$ cat src/sv/triangle_tangent_calc_macros.svh
// Assertion macros shared by the triangle tangent calculator modules.
`ifndef TRIANGLE_TANGENT_CALC_MACROS_SVH
`define TRIANGLE_TANGENT_CALC_MACROS_SVH
`ifndef SYNTHESIS
// Same-cycle implication, checked at every rising clock edge outside reset.
`define TTC_ASSERT_IMP(lbl, clk, rst_n, ante, cons) \
    lbl: assert property (@(posedge clk) disable iff (!rst_n) (ante) |-> (cons)) \
        else $error("triangle tangent check failed (same cycle)");
// Next-cycle implication, checked at every rising clock edge outside reset.
`define TTC_ASSERT_NXT(lbl, clk, rst_n, ante, cons) \
    lbl: assert property (@(posedge clk) disable iff (!rst_n) (ante) |=> (cons)) \
        else $error("triangle tangent check failed (next cycle)");
`else
`define TTC_ASSERT_IMP(lbl, clk, rst_n, ante, cons)
`define TTC_ASSERT_NXT(lbl, clk, rst_n, ante, cons)
`endif
`endif

$ cat src/sv/ttc_pkg.sv
// Shared types and constants of the triangle tangent calculator.
`default_nettype none
`timescale 1ns / 1ps
package ttc_pkg;

    localparam int COORD_W  = 32;              // Q16.16 coordinate
    localparam int DELTA_W  = COORD_W + 1;     // edge or UV delta, Q17.16
    localparam int PROD_W   = 2 * DELTA_W;     // exact product, Q34.32
    localparam int WIDE_W   = PROD_W + 1;      // determinant or numerator, Q35.32
    localparam int FRAC_W   = 16;              // fraction bits of the result
    localparam int QUO_W    = COORD_W;         // quotient bits formed by the divider
    localparam int ITER_W   = $clog2(QUO_W);
    localparam int IN_W     = 5 * COORD_W;
    localparam int OUT_W    = 3 * COORD_W;
    localparam int USER_W   = 2;

    localparam logic [COORD_W-1:0] SAT_POS = {1'b0, {(COORD_W-1){1'b1}}};
    localparam logic [COORD_W-1:0] SAT_NEG = {1'b1, {(COORD_W-1){1'b0}}};

    // Slot codes: which difference of products the multiply pair is forming.
    localparam logic [1:0] SLOT_DET = 2'd0;
    localparam logic [1:0] SLOT_X   = 2'd1;
    localparam logic [1:0] SLOT_Y   = 2'd2;
    localparam logic [1:0] SLOT_Z   = 2'd3;

    typedef struct packed {
        logic       take_last;  // a third corner may be taken now
        logic       mul_en;     // form the product pair for slot
        logic       sub_en;     // store the difference of the pair in slot
        logic [1:0] slot;
        logic       abs_en;     // split determinant and numerators into sign and magnitude
        logic       init_en;    // load the dividers
        logic       step_en;    // one restoring division step
        logic       fin_en;     // load the output register
    } t_cmd;

    typedef struct packed {
        logic start;     // third corner accepted this cycle
        logic det_zero;  // stored determinant is zero
        logic out_free;  // output register can take a result
    } t_stat;

endpackage
`default_nettype wire

$ cat src/sv/ttc_ctrl.sv
// Controller: sequences the product pairs, the sign split, the division steps and the result load.
`default_nettype none
`timescale 1ns / 1ps
`include "triangle_tangent_calc_macros.svh"
module ttc_ctrl (
    input  wire logic            i_clk,
    input  wire logic            i_rst_n,
    input  wire ttc_pkg::t_stat  i_stat,
    output ttc_pkg::t_cmd        o_cmd
);
    import ttc_pkg::*;

    typedef enum logic [2:0] {
        S_IDLE,
        S_MUL,
        S_SUB,
        S_ABS,
        S_INIT,
        S_DIV,
        S_FIN
    } t_state;

    localparam logic [ITER_W-1:0] ITER_LAST = ITER_W'(QUO_W - 1);

    t_state             r_state;
    logic [1:0]         r_slot;
    logic [ITER_W-1:0]  r_iter;

    always_ff @(posedge i_clk) begin
        if (!i_rst_n) begin
            r_state <= S_IDLE;
            r_slot  <= SLOT_DET;
            r_iter  <= '0;
        end else begin
            unique case (r_state)
                S_IDLE: begin
                    if (i_stat.start) begin
                        r_state <= S_MUL;
                        r_slot  <= SLOT_DET;
                    end
                end
                S_MUL: begin
                    r_state <= S_SUB;
                end
                S_SUB: begin
                    if (r_slot == SLOT_Z) begin
                        r_state <= S_ABS;
                    end else begin
                        r_slot  <= r_slot + 1'b1;
                        r_state <= S_MUL;
                    end
                end
                S_ABS: begin
                    r_state <= i_stat.det_zero ? S_FIN : S_INIT;
                end
                S_INIT: begin
                    r_iter  <= '0;
                    r_state <= S_DIV;
                end
                S_DIV: begin
                    if (r_iter == ITER_LAST) begin
                        r_state <= S_FIN;
                    end else begin
                        r_iter <= r_iter + 1'b1;
                    end
                end
                S_FIN: begin
                    if (i_stat.out_free) begin
                        r_state <= S_IDLE;
                    end
                end
                default: begin
                    r_state <= S_IDLE;
                end
            endcase
        end
    end

    always_comb begin
        o_cmd           = '0;
        o_cmd.slot      = r_slot;
        o_cmd.take_last = (r_state == S_IDLE);
        o_cmd.mul_en    = (r_state == S_MUL);
        o_cmd.sub_en    = (r_state == S_SUB);
        o_cmd.abs_en    = (r_state == S_ABS);
        o_cmd.init_en   = (r_state == S_INIT);
        o_cmd.step_en   = (r_state == S_DIV);
        o_cmd.fin_en    = (r_state == S_FIN) & i_stat.out_free;
    end

    `TTC_ASSERT_IMP(a_start_idle, i_clk, i_rst_n, i_stat.start, r_state == S_IDLE)
    `TTC_ASSERT_NXT(a_start_mul, i_clk, i_rst_n, i_stat.start, r_state == S_MUL && r_slot == SLOT_DET)
    `TTC_ASSERT_NXT(a_degen_skip, i_clk, i_rst_n, r_state == S_ABS && i_stat.det_zero, r_state == S_FIN)
    `TTC_ASSERT_NXT(a_div_done, i_clk, i_rst_n, r_state == S_DIV && r_iter == ITER_LAST, r_state == S_FIN)

endmodule
`default_nettype wire

$ cat config.mk
export PLATFORM = sky130hd
export DESIGN_NAME = ttc_ctrl
export DESIGN_NICKNAME = d
export VERILOG_FILES = /design/src/sv/ttc_pkg.sv /design/src/sv/ttc_ctrl.sv
export VERILOG_INCLUDE_DIRS = /design/src /design/src/sv
export SDC_FILE = /design/constraint.sdc
export NUM_CORES = 1
export LEC_CHECK = 0
export BUFFER_PORTS_ARGS = -buffer_cell sky130_fd_sc_hd__buf_2
export CAP_MARGIN = 20
export CELL_PAD_IN_SITES_DETAIL_PLACEMENT = 1
export CELL_PAD_IN_SITES_GLOBAL_PLACEMENT = 1
export CORE_MARGIN = 3
export CORE_UTILIZATION = 34
export DETAILED_ROUTE_END_ITERATION = 7
export PLACE_DENSITY = 0.8
export RECOVER_POWER = 100
export SETUP_SLACK_MARGIN = 0.3
export SLEW_MARGIN = 20
export SYNTH_ARGS = -nofsm -noshare
export SYNTH_HDL_FRONTEND = slang
export SYNTH_SLANG_ARGS = --single-unit
$ cat constraint.sdc
create_clock -name i_clk -period 1.7 [get_ports i_clk]
set_input_delay 0.255 -clock i_clk [delete_from_list [all_inputs] [get_ports i_clk]]
set_output_delay 0.255 -clock i_clk [all_outputs]
set_load 0.02 [all_outputs]
==> flow_summary_export.csv, run 1 <==
group,metric,value,unit
outcome,outcome,"finished, final reports clean",
synth,synth-simple-area-share,38.15,%
global_routing,grt_pass1_vias,655,
sta,period_needed,1.561,ns
sta,grt_setup_unrepaired,"yes",
die,die_area,0.002470,mm²
worst_setup_path,start_kind,"register",
clock_tree,clock_latency,0.27,ns
clock_tree,clk_pin_slew,0.07,ns
synth,synth_top_family_by_area,"simple AND/OR/NAND/NOR gates",
finish,fillers,232,
sta,setup_viol,0,
clock_tree,cts_tree,"yes",
power,power,0.4965,mW
synth,synth-xor-area-share,0,%
placement,gp_congestion,0.7510,
clock_tree,cts.sinks,10,
drt,ant_nets,0,
synth,synthDistinctLibCells,31,
power,p_leak,0.3210,nW
drt,top_layer,"met4",
global_routing,grt_max_degree,21,
die,fp.dieH,49.70,µm
worst_setup_path,cp_slowest_cell,"dfxtp_2",
power,p_per_area,619.1,mW/mm²
drt,dr.pass1.iters,4,
synth,synth_cells,79,
worst_setup_path,cp_num_buf_inv,1,
sta,slew_violations,0,
finish,syn_to_final_growth,23.51,%
power,vdd_ir_drop_max,0.3711,mV
worst_setup_path,path_class,"reg2reg",
synth,avgSynthCellArea,8.220,µm²
drt,met1_length,809,µm
die,rows,15,
drt,dr_wl_met3,52,µm
worst_setup_path,cpPeakStageDelay,0.34,ns
sta,slew_headroom,71.91,%
clock_tree,numCtsBuffers,3,
placement,hpwlAfterDp,1162,µm
die,core_area,0.001764,mm²
placement,port_buffers,13,
synth,synth_area,649.4,µm²
global_routing,grt_remaining_overflow,0,
global_routing,grt_pass1_wl,2911,µm
drt,viasPerCell,5.066,
synth,muxShareOfSynthArea,3.083,%
worst_hold_path,hold_class,"in2reg",
synth,ys_ff_latch,10,
global_routing,track_usage,15.53,%
synth,synth_fa_ha_area_share,5.780,%
worst_setup_path,worstPathMaxFanout,5,
drt,drt_wl_total,1639,µm
worst_setup_path,crit_top_cell,"ha_4",
sta,hold_violations,0,
clock_tree,root_buffer,"clkbuf_4",
drt,avgRoutedWirePerCell,13.55,µm
finish,nets,106,
finish,design_area,802.0,µm²
synth,syn_nets,87,
synth,yosysWarningCount,0,
drt,via_count,613,
flow_run,drv_cap,0,
sta,finClkSkew,0.003903,ns
finish,antenna_cells,0,
finish,final_util,45.46,%
die,initial_utilization,36.81,%
die,die_x,49.70,µm
worst_setup_path,cpLargestDelayFamily,"simple AND/OR/NAND/NOR gates",
drt,met2_length,741,µm
die,ios,14,
worst_setup_path,required,1.89,ns
finish,drive_above_1_share,27.08,%
clock_tree,htree_num_levels,1,
sta,fmax,0.6405,GHz
sta,finalCritPeriodShare,91.84,%
drt,drtIter0Drc,3,
synth,synth-compound-area-share,15.22,%
drt,post-route-drc-count,0,
worst_setup_path,reg2reg_slack,0.14,ns
sta,fin_tns_setup,0,ns
synth,synth.yosys.seq_area_share,30.83,%
placement,place_area,755.7,µm²
placement,post-place-ws,0.1097,ns
synth,synth-edff-count,0,
worst_setup_path,crit_chain,"ha_4, and3_4, ha_4, buf_4, nor4bb_2, a21oi_1, o21ai_0",
sta,worstMarginPinSlew,0.4170,ns
clock_tree,cts_buffer_depth,2,
synth,ys_async_sr_fraction,0,%
sta,layout_setup_ws,0.1388,ns
clock_tree,holdBufCountCts,0,
synth,synthFlopType,"dfxtp_1",
worst_setup_path,critPathArrivalTime,1.75,ns
global_routing,antenna_found_initial,0,
worst_setup_path,cp-end-kind,"register",
## power by group
part	leakage, nW	internal [mW]	switching (mW)
registers	0.0831	0.239	0.0150
clock network	0.0138	0.0820	0.0867
logic	0.224	0.0317	0.0417
total	0.321	0.353	0.143
## repair_timing
item	in CTS	in global routing
endpoints found under the setup margin	15	13
pin swaps	3	2
buffers inserted	3	0
resized for setup	6	6
endpoints found under the hold margin	0	0
## kinds of logic (layout without fill, tap and decap cells)
group / count (synthesis) / in the layout
AND/OR/NAND/NOR: 42 / 42
AO/OA/AOI/OAI: 15 / 15
multiplexers: 2 / 2
flip-flops: 10 / 10
adder cells (fa/ha/maj): 3 / 3
buffers and inverters: 7 / 24
## flip-flops by register name, indices dropped and copies added (netlist names)
| signal | cells |
|---|---|
| r_iter | 5 |
| r_slot | 2 |
| r_state | 3 |
## synth_stat cells, drive strengths merged, types with 2 or more instances
library cell	n	area, µm²
a21oi	4	20.02
a31oi	2	12.51
and2	3	18.77
buf	5	37.53
dfxtp	10	200.2
ha	3	37.54
inv	2	7.510
mux2i	2	20.02
nand2	11	41.29
nand2b	3	18.77
nand3	4	20.02
nand3b	4	42.54
nor2	5	18.77
nor2b	3	18.77
nor3	2	10.01
nor3b	2	15.01
o21ai	5	28.77
## metal layers
metal  up-vias  GRT usage (%)
li1        314              -
met1       285          19.23
met2        10          24.01
met3         4          3.323
met4         0          10.14
met5         -              0
## metrics by stage
step	instances	hold WS (ns)
2_1_floorplan	79	0.4734
3_3_place_gp	115	0.4633
3_5_place_dp	115	0.4789
4_1_cts	121	0.2872
5_1_grt	121	0.2981
6_report	121	0.3007
## cell usage in the layout, fill, tap and decap left out, types with 2 or more instances in the layout
master,synthesis,routed
a21oi_1,4,4
a31oi_1,2,2
and2_1,3,3
buf_2,0,7
buf_4,3,6
clkbuf_1,0,5
clkbuf_4,0,3
dfxtp_1,10,6
dfxtp_2,0,3
ha_4,0,2
inv_1,2,2
mux2i_1,2,2
nand2_1,11,11
nand2b_1,3,3
nand3_1,4,4
nand3b_1,3,4
nor2_1,5,5
nor2b_1,3,3
nor3_1,2,2
o21ai_0,3,4
## layout make-up
| class | count | area [µm²] | area share [%] |
|---|---|---|---|
| multi-input combinational | 62 | 429.2 | 53.51 |
| sequential | 10 | 207.7 | 25.90 |
| timing repair buffer | 19 | 103.9 | 12.95 |
| tap | 25 | 31.28 | 3.900 |
| clock buffer | 3 | 22.52 | 2.808 |
| inverter | 2 | 7.507 | 0.9360 |
## final timing paths
kind,cells past startpoint,from,to
hold / removal,2,i_rst_n,r_state[2]
hold reg to reg,2,r_slot[1],r_slot[1]
setup / recovery,7,r_iter[1],r_iter[4]
setup reg to reg,7,r_iter[1],r_iter[4]
(Power assumes the default switching activity.)
==> inputs of run 2 (changes only) <==
==> constraint.sdc (replaced) <==
create_clock -name i_clk -period 1.4 [get_ports i_clk]
set_input_delay 0.21 -clock i_clk [delete_from_list [all_inputs] [get_ports i_clk]]
set_output_delay 0.21 -clock i_clk [all_outputs]
set_load 0.02 [all_outputs]
==> flow_summary_export.csv, run 2 (same netlist as run 1, synthesis figures left out) <==
group,metric,value,unit
outcome,outcome,"finished with violations",
outcome,violations,"negative setup slack",
global_routing,grt_pass1_vias,683,
drt,met2_length,1058,µm
sta,period_needed,1.553,ns
placement,gp_congestion,0.7427,
placement,port_buffers,13,
clock_tree,root_buffer,"clkbuf_4",
drt,avgRoutedWirePerCell,14.64,µm
drt,dr_wl_met3,45,µm
power,vdd_ir_drop_max,0.3905,mV
drt,viasPerCell,5.346,
sta,hold_violations,0,
placement,post-place-ws,-0.1164,ns
worst_setup_path,required,1.59,ns
die,die_x,49.70,µm
clock_tree,cts.sinks,10,
worst_setup_path,reg2reg_from,"r_iter[0]",
die,initial_utilization,36.81,%
finish,final_cell_mix,"buf_4 (13), nand2_1 (9), buf_6 (9)",
worst_hold_path,worstHoldPathCells,2,
drt,ant_nets,0,
finish,nets,118,
worst_setup_path,path_class,"reg2reg",
worst_setup_path,critPathArrivalTime,1.74,ns
sta,slew_headroom,80.49,%
die,rows,15,
sta,layout_setup_ws,-0.1526,ns
power,p_per_area,624.8,mW/mm²
sta,slew_violations,0,
finish,drive_above_1_share,57.41,%
die,fp.dieH,49.70,µm
clock_tree,clock_latency,0.26,ns
finish,syn_to_final_growth,61.27,%
clock_tree,numCtsBuffers,3,
worst_setup_path,worstPathMaxFanout,4,
clock_tree,holdBufCountCts,0,
global_routing,track_usage,15.18,%
finish,largest_reg_flops,5,
global_routing,grt_max_degree,14,
drt,via_count,711,
sta,worstMarginPinSlew,0.2927,ns
worst_setup_path,start_kind,"register",
flow_run,drv_cap,0,
drt,drt_wl_total,1947,µm
drt,met1_length,835,µm
clock_tree,htree_num_levels,1,
worst_hold_path,min_from,"i_rst_n",
sta,finClkSkew,0.003507,ns
finish,design_area,0.001047,mm²
worst_hold_path,hold_class,"in2reg",
clock_tree,clk_pin_slew,0.07,ns
drt,top_layer,"met4",
sta,setup_viol,5,
finish,layout_commonest_cell,"buf_4",
finish,top_regs,"r_iter x5, r_state x3, r_slot x2",
power,p_leak,0.4589,nW
global_routing,grt_remaining_overflow,0,
worst_setup_path,cp-end-kind,"register",
finish,seq_area,214.0,µm²
drt,post-route-drc-count,0,
sta,fmax,0.6441,GHz
finish,antenna_cells,0,
die,ios,14,
clock_tree,cts_buffer_depth,2,
worst_setup_path,r2r_cells,6,
sta,grt_setup_unrepaired,"yes",
global_routing,grt_pass1_wl,2939,µm
placement,hpwlAfterDp,1274,µm
finish,regMostFlops,"r_iter",
sta,finalCritPeriodShare,110.9,%
die,core_area,0.001764,mm²
placement,place_area,860.8,µm²
global_routing,antenna_found_initial,0,
finish,fillers,224,
finish,multi_input_area,530.5,µm²
worst_setup_path,worstReg2RegEnd,"r_iter[3]",
clock_tree,cts_tree,"yes",
drt,dr.pass1.iters,1,
drt,drtIter0Drc,0,
die,die_area,0.002470,mm²
worst_hold_path,hold_path_end,"r_state[1]",
worst_setup_path,reg2reg_slack,-0.15,ns
run 2: cell types whose count changed in the layout (fill, tap and decap cells not counted), sizes merged:
cell / before / now
buf: 13 / 28
clkbuf: 9 / 6
run 2: how the worst max path moves through the flow:
stage	slack [ns]	endpoint	from	cells past startpoint
after global placement	-0.05	r_iter[3]	r_iter[1]	6
after CTS	-0.13	r_iter[3]	r_iter[1]	6
after global routing	-0.20	r_iter[3]	r_iter[1]	6
after floorplan	-0.07	r_iter[3]	r_iter[1]	6
final	-0.15	r_iter[3]	r_iter[0]	6
after detailed placement	-0.12	r_iter[3]	r_iter[1]	6
run 2: critical path: stages (launching register included):
cell	delay, ns
dfxtp_2	0.34
ha_4	0.15
and3_4	0.18
ha_4	0.16
nand4b_1	0.19
or3_1	0.33
a31oi_1	0.13
run 2: final cells by class:
class	instances	area share (%)
sequential	10	20.43
inverter	2	0.7168
timing repair buffer	31	23.06
clock buffer	3	2.151
tap	25	2.987
multi-input combinational	62	50.66
run 2: report_power, final:
part	internal (mW)	total (mW)	switching [mW]
logic	0.0760	0.149	0.0734
clock network	0.0992	0.198	0.0987
registers	0.290	0.307	0.0176
total	0.465	0.654	0.190
run 2: per-stage QoR:
stage                     hold slack [ns]  setup TNS [ns]  instances  utilization [%]  power, mW
after floorplan                    0.4756        -0.06705         79                -     0.3978
after global placement             0.4523        -0.07165        122            48.79     0.4277
after detailed placement           0.4630         -0.2027        122            48.79     0.4320
after CTS                          0.2625         -0.8783        126            51.63     0.6310
after global routing               0.2758          -1.047        133            59.36     0.6866
final                              0.2696         -0.5393        133            59.36     0.6543
run 2: what timing repair did:
item	CTS	global route
gates resized for setup	8	27
setup endpoints to repair	17	17
endpoints found under the hold margin	0	0
buffers inserted	1	7
pin swaps	6	10
run 2: layer usage:
layer,vias up,global-route usage [%]
met2,9,25.11
met1,357,19.49
met4,0,4.147
met3,2,3.625
met5,-,0
li1,343,-
